$ cat src/rtl/core/tabl_pkg.sv
// Shared types and constants for the three-axis biquad lowpass.
// Used by tabl_coef_regs, tabl_lane and three_axis_biquad_lowpass.
`default_nettype none

package tabl_pkg;

  localparam int LANES          = 3;
  localparam int COEF_FRAC_BITS = 22;

  localparam int SAMPLE_W  = 16;
  localparam int COEF_W    = 24;
  localparam int OUT_W     = 24;
  localparam int OUT_FRAC  = 8;
  localparam int NCOEF     = 5;
  localparam int CFG_IDX_W = 3;

  localparam int FF_PROD_W = COEF_W + SAMPLE_W;
  localparam int FF_W      = FF_PROD_W + 2;
  localparam int FB_PROD_W = COEF_W + OUT_W;
  localparam int ACC_W     = FF_W + OUT_FRAC + 2;

  localparam logic [ACC_W-1:0] ROUND_HALF = ACC_W'(1) << (COEF_FRAC_BITS - 1);

  localparam logic signed [OUT_W-1:0] OUT_MAX = {1'b0, {(OUT_W-1){1'b1}}};
  localparam logic signed [OUT_W-1:0] OUT_MIN = {1'b1, {(OUT_W-1){1'b0}}};

  localparam logic signed [COEF_W-1:0] A1_RESET = -24'sd6188693;
  localparam logic signed [COEF_W-1:0] A2_RESET = 24'sd2461638;
  localparam logic signed [COEF_W-1:0] B0_RESET = 24'sd117021;
  localparam logic signed [COEF_W-1:0] B1_RESET = 24'sd233623;
  localparam logic signed [COEF_W-1:0] B2_RESET = 24'sd117021;

  typedef enum logic [CFG_IDX_W-1:0] {
    REG_A1 = 3'd0,
    REG_A2 = 3'd1,
    REG_B0 = 3'd2,
    REG_B1 = 3'd3,
    REG_B2 = 3'd4
  } reg_idx_t;

  typedef struct packed {
    logic signed [COEF_W-1:0] a1;
    logic signed [COEF_W-1:0] a2;
    logic signed [COEF_W-1:0] b0;
    logic signed [COEF_W-1:0] b1;
    logic signed [COEF_W-1:0] b2;
  } coef_t;

  typedef struct packed {
    logic load_in;
    logic load_out;
  } lane_ctrl_t;

endpackage

`default_nettype wire

$ cat src/rtl/core/tabl_coef_regs.sv
// Coefficient register file for the biquad lanes, written over the config channel.
// Depends on tabl_pkg.
`default_nettype none

module tabl_coef_regs (
  input  wire logic                            clk,
  input  wire logic                            rst,
  input  wire logic                            cfg_valid,
  input  wire logic [tabl_pkg::CFG_IDX_W-1:0]  cfg_index,
  input  wire logic [tabl_pkg::COEF_W-1:0]     cfg_data,
  output tabl_pkg::coef_t                      coef
);

  always_ff @(posedge clk) begin
    if (rst) begin
      coef.a1 <= tabl_pkg::A1_RESET;
      coef.a2 <= tabl_pkg::A2_RESET;
      coef.b0 <= tabl_pkg::B0_RESET;
      coef.b1 <= tabl_pkg::B1_RESET;
      coef.b2 <= tabl_pkg::B2_RESET;
    end else if (cfg_valid) begin
      unique case (cfg_index)
        tabl_pkg::REG_A1: coef.a1 <= cfg_data;
        tabl_pkg::REG_A2: coef.a2 <= cfg_data;
        tabl_pkg::REG_B0: coef.b0 <= cfg_data;
        tabl_pkg::REG_B1: coef.b1 <= cfg_data;
        tabl_pkg::REG_B2: coef.b2 <= cfg_data;
        default: ;
      endcase
    end
  end

endmodule

`default_nettype wire

$ cat config.mk
export PLATFORM = sky130hd
export DESIGN_NAME = tabl_coef_regs
export DESIGN_NICKNAME = d
export VERILOG_FILES = /design/src/rtl/core/tabl_pkg.sv /design/src/rtl/core/tabl_coef_regs.sv
export SDC_FILE = /design/constraint.sdc
export NUM_CORES = 1
export LEC_CHECK = 0
export BUFFER_PORTS_ARGS = -buffer_cell sky130_fd_sc_hd__buf_2
export CELL_PAD_IN_SITES_DETAIL_PLACEMENT = 1
export CELL_PAD_IN_SITES_GLOBAL_PLACEMENT = 2
export CORE_ASPECT_RATIO = 0.5
export CORE_MARGIN = 2
export CORE_UTILIZATION = 29
export CTS_BUF_LIST = sky130_fd_sc_hd__clkbuf_8
export DETAILED_ROUTE_END_ITERATION = 12
export GPL_TIMING_DRIVEN = 0
export HOLD_SLACK_MARGIN = 0.03
export PLACE_DENSITY_LB_ADDON = 0.1
export SETUP_SLACK_MARGIN = 0.02
export SYNTH_ARGS = -nofsm -noshare
export SYNTH_HDL_FRONTEND = slang
export SYNTH_SLANG_ARGS = --single-unit
$ cat constraint.sdc
create_clock -name clk -period 1.15 [get_ports clk]
set_clock_uncertainty 0.15 [all_clocks]
set_input_delay 0.0575 -clock clk [delete_from_list [all_inputs] [get_ports clk]]
set_output_delay 0.0575 -clock clk [all_outputs]
set_load 0.02 [all_outputs]
; Yosys cells after proc, flatten, opt, wreduce, memory -nomap -nowiden
; Index checks and enable logic that the tools add are counted.
; W data, S select, Z words.
[op_classes]
n_reduce_logical = 6
eq_ne = 4
[op_table]
columns = operator, n
row1 = $reduce_and A2 Y1, 5
row2 = $eq A3 B2 Y1 const B, 2
row3 = $eq A3 B1 Y1 const B, 1
row4 = $eq A3 B3 Y1 const B, 1
row5 = $logic_not A3 Y1, 1
[totals]
in_bits = 30
register_bits = 120
wordCells = 15
output_inout_bits = 120

; Depth between registers and ports, before layout
; Gate-level depths: netlist of the first run.
[logic_depth]
ltp_word = 2
ltp_mapped = 6
depth_no_buf = 2

; Worst setup path after synthesis of the first run
; Ideal clock, no wire load.
[synth_timing]
kind = input port to flip-flop
startpoint = input cfg_index[1] in the netlist's numbering
endpoint = register coef[111] in the netlist's numbering
arrival_time_ns = 0.978
path_slack_ns = -0.107
setup_time_ns = 0.129
cell_stages = 4
t_required_ns = 0.871
n_path_buf = 2
cell_sequence = buf_2 or4b_4 buf_6 mux2i_1
[synth_between]
elab_chain_len = 2
[synth_rtl]
columns = element, line
row1 = start: declaration, tabl_coef_regs.sv:9  ; input wire logic [tabl_pkg::CFG_IDX_W-1:0] cfg_index,
row2 = $logic_not A3 Y1, tabl_coef_regs.sv:22  ; unique case (cfg_index)
row3 = $reduce_and A2 Y1 (no line), -
row4 = end: declaration, tabl_coef_regs.sv:11  ; output tabl_pkg::coef_t coef
; No other way between the ends.
; A chain may end at the register's enable or synchronous reset.

; Worst setup path in the final report of the first run
[layout_timing]
startpoint = register coef[109] in the netlist's numbering
endpoint = output coef[109] in the netlist's numbering
; No word-level cell between the ends.

==> key figures, run 1 <==
Placed design
  – HPWL after DPL: 11.4 mm
  – Count of buffers inserted at the top-level ports: 146
  – RePlAce Congestion: 0.735

STA
  – Setup-violating endpoint count in the final report: 0
  – Fmax: 887 MHz
  – Hold Worst Slack: -0.198 ns
  – Worst slew slack as a fraction of its limit: 57.1%
  – Final Max Slew Viols: 0
  – Tcrit/Tclk final: 98.0%
  – Fin crit period: 1.13 ns
  – Unrepaired setup endpoints after global routing: true
  – Slew at the pin closest to its max-slew limit: 0.643 ns
  – Final-report hold violation count: 27

Critical path
  – WS Path Type: reg2out
  – Data required time at the worst endpoint: 0.94 ns
  – Worst-path cell chain: buf_6
  – CP Capture Type: output pin
  – CP arrival: 0.92 ns
  – Buffering stage count on the worst path with inverters included: 1
  – Sort of element at the start of the critical path: register
  – Largest fanout on the critical path: 2
  – Slowest Stage Delay on Critical Path: 0.36 ns
  – CP max stage cell: sky130_fd_sc_hd__dfxtp_4
  – Largest delay share family, worst path: flip-flops

Synth
  – Cell variety after synth: 14
  – Number of nets produced by synthesis: 473
  – Largest family of logic cells by synthesized area: multiplexers
  – Syn. warnings: 0
  – Fraction of synthesized cell area taken by the top area cell type: 50.8%
  – Complex-gate fraction of the synthesized area: 0%
  – Gate count of the mapped netlist: 443
  – Avg Synthesized Cell Area: 10.7 sq um
  – Seq cells post-synth: 120
  – Adder-cell share of the synthesized area: 0%
  – Mux cell area share after synthesis: 25.4%
  – Leading cell types by total area after synthesis: sky130_fd_sc_hd__dfxtp_1 (51%), sky130_fd_sc_hd__mux2i_1 (25%), sky130_fd_sc_hd__nand2b_1 (12%)
  – Cell area after synthesis: 0.00473 sq mm
  – Dominant cell type by area after synthesis: sky130_fd_sc_hd__dfxtp_1
  – XOR/XNOR Fraction of Synth Area: 0%
  – Fraction of the mapped netlist area in simple logic gates: 19.8%
  – Share of the yosys chip area belonging to registers: 50.8%

Clock network
  – Maximum buffer depth of the clock tree: 2
  – Clock buffers created by TritonCTS: 17
  – Clock latency on the worst-skew pair: 0.43 ns
  – Clock Pin Slew Worst Setup and Hold Paths: 0.08 ns
  – Sinks on the clock net: 120
  – Root buffer selected by CTS: sky130_fd_sc_hd__clkbuf_8
  – TritonCTS clock tree: done
  – Quantity of hold-fixing buffers added after cts: 25
  – Maximum level of the CTS H-tree: 4

Route
  – Residual DRC count: 0
  – Length of the first detailed-routing pass in iterations: 4
  – Remaining antenna violation count: 0
  – Vias: 3976
  – Starting DRC count in detailed routing: 86
  – Average wire per standard cell: 18.2 um
  – Detailed Route WL: 16.6 mm
  – Vias per cell: 4.37

Floorplanning
  – Floorplan Core Area: 0.0157 sq mm
  – Die area: 0.0174 sq mm
  – Initial standard-cell utilization of the core: 30.2%
  – Die width: 185 um
  – Top-level I/O count: 150
  – Row count: 32
  – Floorplan die height: 94.3 um

Run status
  – Violated checks: negative hold slack
  – Status: finished with violations

Hold path
  – Worst hold path class: in2reg

Layout
  – Post-layout nets: 704
  – Most flop-heavy register: coef
  – Post-synthesis to final-layout area growth: 62.1%
  – Largest registers in the final layout: coef (120)
  – Share of layout cells above drive strength 1: 52.5%
  – Share of the core filled with cells in the final layout: 49.0%
  – Number of flip-flops in the largest register: 120

Global route
  – GRT overflow: 0
  – Maximum number of pins on one net before global-route repair: 17
  – Global-route wire length before repair: 24.7 mm
  – Antenna violations before repair: 0
  – Vias in the first global route: 4230
  – Total track usage: 19.7%

Power and ir drop
  – PwrDens: 1240 mW/mm^2
  – Max VDD drop: 0.593 mV
  – Leakage power summed over all cells: 3.56 nW

Flow run
  – Number of max-cap violations: 0
kinds of logic after synthesis:
| group | after synthesis |
|---|---|
| muxes | 120 |
| and+or+nand+nor | 170 |
| buffers and inverters | 33 |
| DFF | 120 |
metal layers:
metal / wire length (um) / share of wire [%] / GRT usage [%]
met1: 8190 / 49 / 26.1
met2: 7540 / 46 / 31.5
met3: 764 / 4.6 / 6.01
met5: 0 / 0 / 0
met4: 65 / 0.39 / 4.80
placed cells by master, fill, tap and decap left out:
| cell | n |
|---|---|
| sky130_fd_sc_hd__and4b_1 | 1 |
| sky130_fd_sc_hd__buf_2 | 33 |
| sky130_fd_sc_hd__buf_4 | 48 |
| sky130_fd_sc_hd__buf_6 | 121 |
| sky130_fd_sc_hd__buf_8 | 5 |
| sky130_fd_sc_hd__bufinv_16 | 4 |
| sky130_fd_sc_hd__clkbuf_1 | 8 |
| sky130_fd_sc_hd__clkbuf_2 | 4 |
| sky130_fd_sc_hd__clkbuf_4 | 1 |
| sky130_fd_sc_hd__clkbuf_8 | 19 |
| sky130_fd_sc_hd__clkinv_2 | 3 |
| sky130_fd_sc_hd__clkinv_4 | 1 |
| sky130_fd_sc_hd__dfxtp_2 | 119 |
| sky130_fd_sc_hd__dfxtp_4 | 1 |
| sky130_fd_sc_hd__diode_2 | 1 |
| sky130_fd_sc_hd__dlygate4sd3_1 | 25 |
| sky130_fd_sc_hd__inv_1 | 5 |
| sky130_fd_sc_hd__mux2i_1 | 120 |
| sky130_fd_sc_hd__nand2b_1 | 92 |
| sky130_fd_sc_hd__nand4b_1 | 1 |
| sky130_fd_sc_hd__nand4bb_1 | 2 |
| sky130_fd_sc_hd__nor2_1 | 70 |
| sky130_fd_sc_hd__nor4b_4 | 1 |
| sky130_fd_sc_hd__nor4bb_1 | 2 |
| sky130_fd_sc_hd__or4b_4 | 1 |
metrics by stage:
stage               setup WS [ns]  cells  area, sq um  power [mW]  TNS [ns]
finish                     0.0230    909         7670        9.52         0
global route              -0.0339    908         7660        9.91    -0.687
CTS                       -0.0100    884         7480        9.62   -0.0176
detailed placement         -0.576    810         5760        5.19    -40.22
global placement           -0.556    810         5760        5.19    -37.95
floorplan                 -0.0910    443         4760        4.86     -1.45
timing repair:
item	4_1_cts	5_1_grt
setup buffers	17	24
hold endpoints to repair	120	36
pin swaps	0	1
endpoints found under the setup margin	169	138
resized for setup	367	2
synthesized netlist by cell type:
cell and instances:
sky130_fd_sc_hd__nand4bb_1 2, sky130_fd_sc_hd__buf_6 5, sky130_fd_sc_hd__nor4b_4 1, sky130_fd_sc_hd__clkbuf_1 12, sky130_fd_sc_hd__dfxtp_1 120, sky130_fd_sc_hd__nand2b_1 92
sky130_fd_sc_hd__nand4b_1 1, sky130_fd_sc_hd__mux2i_1 120, sky130_fd_sc_hd__or4b_4 1, sky130_fd_sc_hd__buf_2 13, sky130_fd_sc_hd__and4b_1 1, sky130_fd_sc_hd__nor4bb_1 2
sky130_fd_sc_hd__nor2_1 70, sky130_fd_sc_hd__buf_4 3
power breakdown:
part	switching (mW)	leakage (nW)	internal [mW]	total (mW)
clock network	1.74	0.236	2.43	4.17
logic	0.517	2.34	0.496	1.01
registers	0.0729	0.984	4.26	4.34
cell type report:
cell class              count  area [sq um]
clock inverters            13           163
diodes                      1          2.50
repair buffers            212          2040
clock buffers              19           262
fillers                  1716          7990
well taps                 221           277
flip-flops and latches    120          2550
plain buffers              33           231
multi-input cells         290          2140
worst paths after layout:
path | from | depth (start not counted) | slack (ns) | endpoint
worst min-delay path | cfg_index[0] | 3 | -0.20 | coef[119]
worst min register to register | coef[100] | 2 | 0.33 | coef[100]
worst max-delay path | coef[109] | 1 | 0.02 | coef[109]
worst max register to register | coef[62] | 4 | 0.15 | coef[62]
Power figures use the tool's default switching activity.
==> run 2: changes to the inputs <==
--- a/config.mk
+++ b/config.mk
@@ -14,7 +14,7 @@
 export CTS_BUF_LIST = sky130_fd_sc_hd__clkbuf_8
 export DETAILED_ROUTE_END_ITERATION = 12
 export GPL_TIMING_DRIVEN = 0
-export HOLD_SLACK_MARGIN = 0.03
+export MAX_ROUTING_LAYER = met4
 export PLACE_DENSITY_LB_ADDON = 0.1
 export SETUP_SLACK_MARGIN = 0.02
 export SYNTH_ARGS = -nofsm -noshare
==> run 2 against run 1 <==
Net effect:
- the run still ends with negative hold slack left
- worst hold slack worse by 0.0040 ns
- clock-buffer cell count unchanged
- combinational power barely moved
- setup slack got worse by 0.0011 ns
- register-to-register slack about the same
- sequential share of layout area hardly changed
- maximum frequency decreased by 0.10%
- via count down 0.13%
- first-iteration DRC count increased by 15%
- clock power hardly changed
- final cell count is 0.11% higher
- critical path type unchanged
==> key figures, run 2 (synthesized netlist as in run 1, its figures left out) <==
Power and ir drop
  – PwrDens: 1240 mW/mm^2 (about the same)
  – Sum of internal, switching and leakage power: 9.52 mW (about the same)
  – Max VDD drop: 0.593 mV (about the same)
  – Leakage power summed over all cells: 3.56 nW (about the same)

Global route
  – Maximum number of pins on one net before global-route repair: 17 (unchanged)
  – Total track usage: 20.3% (+0.60 points)
  – Global-route wire length before repair: 24.7 mm (about the same)
  – Vias in the first global route: 4234 (+0.095%)
  – Antenna violations before repair: 0 (unchanged)
  – GRT overflow: 0 (unchanged)

STA
  – Fmax: 886 MHz (-0.10%)
  – Fin crit period: 1.13 ns (+0.00113 ns)
  – Hold Worst Slack: -0.202 ns (-0.00395 ns)
  – Worst Slack Setup Final: 0.0218 ns (-0.00113 ns)
  – Setup-violating endpoint count in the final report: 0 (unchanged)
  – Total Negative Setup Slacks: 0 ns (unchanged)
  – Worst slew slack as a fraction of its limit: 57.2% (+0.10 points)
  – Tcrit/Tclk final: 98.1% (+0.098 points)
  – Final-report hold violation count: 30 (+11%)
  – Slew at the pin closest to its max-slew limit: 0.642 ns (-0.00151 ns)
  – Final Max Slew Viols: 0 (unchanged)
  – Unrepaired setup endpoints after global routing: true

Critical path
  – Sort of element at the start of the critical path: register
  – Worst-path cell chain: buf_6
  – Largest fanout on the critical path: 2 (unchanged)
  – CP arrival: 0.92 ns (about the same)
  – Data required time at the worst endpoint: 0.94 ns (about the same)
  – Largest delay share family, worst path: flip-flops
  – Buffering stage count on the worst path with inverters included: 1 (unchanged)
  – CP Capture Type: output pin
  – WS Path Type: reg2out
  – CP max stage cell: sky130_fd_sc_hd__dfxtp_4
  – Slowest Stage Delay on Critical Path: 0.36 ns (about the same)

Route
  – Starting DRC count in detailed routing: 99 (+15%)
  – Vias: 3971 (-0.13%)
  – Average wire per standard cell: 18.2 um (-0.23%)
  – Residual DRC count: 0 (unchanged)
  – Remaining antenna violation count: 0 (unchanged)
  – Length of the first detailed-routing pass in iterations: 4 (unchanged)
  – Detailed Route WL: 16.5 mm (-0.12%)
  – Vias per cell: 4.36 (-0.24%)

Layout
  – Post-synthesis to final-layout area growth: 62.2% (about the same)
  – Most frequent standard cell in the layout excluding fill and tap cells: sky130_fd_sc_hd__buf_6
  – Most flop-heavy register: coef
  – # fillers: 1717 (+0.058%)
  – Commonest cells after routing, fill and taps aside: sky130_fd_sc_hd__buf_6 (121), sky130_fd_sc_hd__mux2i_1 (120), sky130_fd_sc_hd__dfxtp_2 (119)
  – Share of layout cells above drive strength 1: 52.5% (unchanged)
  – Number of flip-flops in the largest register: 120 (unchanged)
  – Non-filler instance count after layout: 910 (+0.11%)
  – Post-layout nets: 704 (unchanged)
  – Largest registers in the final layout: coef (120)

Placed design
  – Placed Cells incl. Taps: 810 (unchanged)
  – Count of buffers inserted at the top-level ports: 146 (unchanged)
  – RePlAce Congestion: 0.744 (+1.2%)
  – Place WS: -0.576 ns (unchanged)
  – HPWL after DPL: 11.4 mm (unchanged)

Run status
  – Status: finished with violations
  – Violated checks: negative hold slack

Clock network
  – Maximum buffer depth of the clock tree: 2 (unchanged)
  – Clock latency on the worst-skew pair: 0.43 ns (about the same)
  – Sinks on the clock net: 120 (unchanged)
  – Maximum level of the CTS H-tree: 4 (unchanged)
  – Quantity of hold-fixing buffers added after cts: 25 (unchanged)
  – Root buffer selected by CTS: sky130_fd_sc_hd__clkbuf_8
  – TritonCTS clock tree: done
  – Clock buffers created by TritonCTS: 17 (unchanged)
  – Clock Pin Slew Worst Setup and Hold Paths: 0.07 ns (about the same)

Floorplanning
  – Initial standard-cell utilization of the core: 30.2% (unchanged)
  – Top-level I/O count: 150 (unchanged)
  – Floorplan Core Area: 0.0157 sq mm (unchanged)
  – Die area: 0.0174 sq mm (unchanged)
  – Row count: 32 (unchanged)
  – Die width: 185 um (unchanged)
  – Floorplan die height: 94.3 um (unchanged)

Flow run
  – Number of max-cap violations: 0 (unchanged)

Hold path
  – Worst hold path class: in2reg
==> run 2: report_power, final <==
part	switching, mW	leakage, nW	internal, mW	total [mW]
clock network	1.74	0.236	2.43	4.17
logic	0.516	2.34	0.496	1.01
registers	0.0726	0.984	4.26	4.33
total	2.33	3.56	7.19	9.52
==> run 2: what timing repair did <==
item / CTS / global route
endpoints found under the setup margin: 169 / 138
pin swaps: 0 / 1
buffers inserted: 17 / 24
gates resized for setup: 367 / 2
endpoints found under the hold margin: 120 / 31
==> run 2: worst paths after layout <==
kind	endpoint	depth (start not counted)	start	slack [ns]
setup / recovery	coef[109]	1	coef[109]	0.02
hold / removal	coef[119]	3	cfg_index[0]	-0.20
setup reg to reg	coef[62]	4	coef[62]	0.15
hold reg to reg	coef[100]	2	coef[100]	0.33
==> run 2: per-stage QoR <==
step | cell area (sq um) | util, %
4_1_cts | 7480 | 47.8
3_5_place_dp | 5760 | 36.8
6_report | 7670 | 49.0
2_1_floorplan | 4760 | -
5_1_grt | 7660 | 49.0
3_3_place_gp | 5760 | 36.8
==> run 2: layout make-up <==
class / instances / area (sq um) / share of cell area (%)
well taps: 221 / 277 / 3.61
clock inverters: 13 / 163 / 2.12
clock buffers: 19 / 262 / 3.41
flip-flops and latches: 120 / 2550 / 33.3
multi-input cells: 290 / 2140 / 27.9
diodes: 2 / 5.00 / 0.0653
plain buffers: 33 / 231 / 3.02
repair buffers: 212 / 2040 / 26.6
==> run 2: worst register-to-register path, stage by stage, from the launching register on <==
cell and delay [ns]:
sky130_fd_sc_hd__dfxtp_2 0.33, sky130_fd_sc_hd__buf_4 0.12, sky130_fd_sc_hd__buf_4 0.12, sky130_fd_sc_hd__nor2_1 0.09
sky130_fd_sc_hd__mux2i_1 0.07
==> run 2: per-layer routing <==
layer,wire [um],global-route usage [%],vias up
met5,0,-,-
li1,-,-,1937
met2,7540,31.5,93
met3,722,5.66,9
met1,8220,26.3,1932
met4,61,4.80,0
==> run 3: changes to the inputs <==
--- a/config.mk
+++ b/config.mk
@@ -5,7 +5,7 @@
 export SDC_FILE = /design/constraint.sdc
 export NUM_CORES = 1
 export LEC_CHECK = 0
-export BUFFER_PORTS_ARGS = -buffer_cell sky130_fd_sc_hd__buf_2
+export BUFFER_PORTS_ARGS = -buffer_cell sky130_fd_sc_hd__buf_4
 export CELL_PAD_IN_SITES_DETAIL_PLACEMENT = 1
 export CELL_PAD_IN_SITES_GLOBAL_PLACEMENT = 2
 export CORE_ASPECT_RATIO = 0.5
==> run 3 against run 2 <==
Net effect:
- the flow still finishes with violations (negative hold slack)
- setup slack better by 0.0037 ns
- critical path depth stayed put
- first-iteration DRC count is 1.0% lower
- sequential power hardly changed
- maximum frequency is 0.33% higher
- via count is 0.60% lower
==> key figures, run 3 (synthesized netlist as in run 1, its figures left out) <==
Layout
  – Most flop-heavy register: coef
  – Post-synthesis to final-layout area growth: 61.5%
  – Number of flip-flops in the largest register: 120 (unchanged)
  – # fillers: 1691 (-1.5%)
  – Largest registers in the final layout: coef (120)
  – Most frequent standard cell in the layout excluding fill and tap cells: sky130_fd_sc_hd__buf_6
  – Post-layout nets: 699 (-0.71%)
  – Commonest cells after routing, fill and taps aside: sky130_fd_sc_hd__buf_6 (121), sky130_fd_sc_hd__mux2i_1 (120), sky130_fd_sc_hd__dfxtp_2 (119)
  – Area of all sequential standard cells: 0.00255 sq mm (unchanged)
  – Share of the core filled with cells in the final layout: 48.8% (-0.21 points)
  – Share of layout cells above drive strength 1: 52.8% (+0.25 points)
  – Multi-input gate area: 0.00214 sq mm (+0.12%)

STA
  – Slew at the pin closest to its max-slew limit: 0.648 ns (+0.00617 ns)
  – Final Max Slew Viols: 0 (unchanged)
  – Total Negative Setup Slacks: 0 ns (unchanged)
  – Hold Worst Slack: -0.198 ns (+0.00402 ns)
  – Fmax: 889 MHz (+0.33%)
  – Worst Slack Setup Final: 0.0255 ns (+0.00371 ns)
  – Fin crit period: 1.12 ns (-0.00371 ns)
  – Worst slew slack as a fraction of its limit: 56.8% (-0.41 points)
  – Unrepaired setup endpoints after global routing: true
  – Setup-violating endpoint count in the final report: 0 (unchanged)
  – Tcrit/Tclk final: 97.8% (-0.32 points)
  – Final-report hold violation count: 29 (-3.3%)

Floorplanning
  – Floorplan Core Area: 0.0157 sq mm (unchanged)
  – Initial standard-cell utilization of the core: 30.2% (unchanged)
  – Top-level I/O count: 150 (unchanged)
  – Die width: 185 um (unchanged)
  – Floorplan die height: 94.3 um (unchanged)
  – Die area: 0.0174 sq mm (unchanged)
  – Row count: 32 (unchanged)

Clock network
  – Clock Pin Slew Worst Setup and Hold Paths: 0.07 ns (about the same)
  – TritonCTS clock tree: done
  – Clock buffers created by TritonCTS: 17 (unchanged)
  – Maximum buffer depth of the clock tree: 2 (unchanged)
  – Root buffer selected by CTS: sky130_fd_sc_hd__clkbuf_8
  – Quantity of hold-fixing buffers added after cts: 25 (unchanged)
  – Clock latency on the worst-skew pair: 0.43 ns (about the same)
  – Sinks on the clock net: 120 (unchanged)
  – Maximum level of the CTS H-tree: 4 (unchanged)

Critical path
  – CP Capture Type: output pin
  – WS Path Type: reg2out
  – Buffering stage count on the worst path with inverters included: 1 (unchanged)
  – Slowest Stage Delay on Critical Path: 0.36 ns (about the same)
  – Worst-path cell chain: buf_6
  – Data required time at the worst endpoint: 0.94 ns (about the same)
  – CP max stage cell: sky130_fd_sc_hd__dfxtp_4
  – Largest delay share family, worst path: flip-flops
  – Sort of element at the start of the critical path: register
  – CP arrival: 0.92 ns (about the same)
  – Largest fanout on the critical path: 2 (unchanged)

Global route
  – Vias in the first global route: 4174 (-1.4%)
  – Maximum number of pins on one net before global-route repair: 17 (unchanged)
  – GRT overflow: 0 (unchanged)
  – Global-route wire length before repair: 24.6 mm (-0.59%)
  – Antenna violations before repair: 0 (unchanged)
  – Total track usage: 20.2% (-0.14 points)

Route
  – Length of the first detailed-routing pass in iterations: 5 (+1)
  – Vias: 3947 (-0.60%)
  – Vias per cell: 4.38 (+0.28%)
  – Remaining antenna violation count: 0 (unchanged)
  – Average wire per standard cell: 18.4 um (+1.0%)
  – Detailed Route WL: 16.6 mm (+0.11%)
  – Residual DRC count: 0 (unchanged)
  – Starting DRC count in detailed routing: 98 (-1.0%)

Power and ir drop
  – PwrDens: 1180 mW/mm^2 (-4.7%)
  – Leakage power summed over all cells: 3.52 nW (-1.2%)
  – Sum of internal, switching and leakage power: 9.03 mW (-5.1%)
  – Max VDD drop: 0.563 mV (-5.0%)

Flow run
  – Number of max-cap violations: 0 (unchanged)

Placed design
  – Place WS: -0.570 ns (+0.00580 ns)
  – RePlAce Congestion: 0.742 (-0.27%)
  – Count of buffers inserted at the top-level ports: 146 (unchanged)
  – HPWL after DPL: 11.3 mm (-0.75%)

Run status
  – Status: finished with violations
  – Violated checks: negative hold slack

Hold path
  – Worst hold path class: in2reg
run 3: changes by cell type in the layout (fill, tap and decap cells not counted), sizes merged:
cell,change
buf,-6
bufinv,-2
clkinv,+2
clkinvlp,+2
diode,-1
inv,-3
run 3: worst paths after layout:
kind / startpoint / endpoint / slack [ns] / depth (start not counted)
max: coef[22] / coef[22] / 0.03 / 1
min: cfg_index[1] / coef[98] / -0.20 / 3
max reg2reg: coef[40] / coef[40] / 0.13 / 4
min reg2reg: coef[106] / coef[106] / 0.33 / 2
run 3: tightest hold or removal path: cells and delay by family:
family	cells	cell delay (ns)
mux	1	0.12
buf+inv	1	0.10
simple gates	1	0.07
run 3: layout make-up:
class / instances / area share (%)
Sequential cell: 120 / 33.5
Multi-Input combinational cell: 290 / 28.0
Timing Repair Buffer: 207 / 27.1
Tap cell: 221 / 3.62
Clock buffer: 18 / 3.24
Buffer: 33 / 3.08
Clock inverter: 12 / 1.47
Antenna cell: 1 / 0.0328
run 3: power by group:
group	internal, mW	switching [mW]
sequential	4.26	0.0710
combinational	0.519	0.521
clock	1.92	1.75
run 3: what timing repair did:
| action | CTS | global route |
|---|---|---|
| setup endpoints to repair | 169 | 153 |
| resized for setup | 247 | 6 |
| endpoints found under the hold margin | 120 | 35 |
| buffers inserted | 11 | 25 |
| cloned | 0 | 0 |
run 3: routing by layer:
layer  up-vias  GRT usage [%]  part of all wire (%)
li1       1914              -                     -
met1      1936           26.3                    50
met2        87           31.1                    45
met3        10           5.12                   4.7
met4         0           5.60                  0.73
met5         -              -                     0
run 3: through the flow:
| stage | area [sq um] | cells |
|---|---|---|
| 2_1_floorplan | 4760 | 443 |
| 3_3_place_gp | 6130 | 810 |
| 3_5_place_dp | 6130 | 810 |
| 4_1_cts | 7440 | 876 |
| 5_1_grt | 7630 | 901 |
| 6_report | 7640 | 902 |
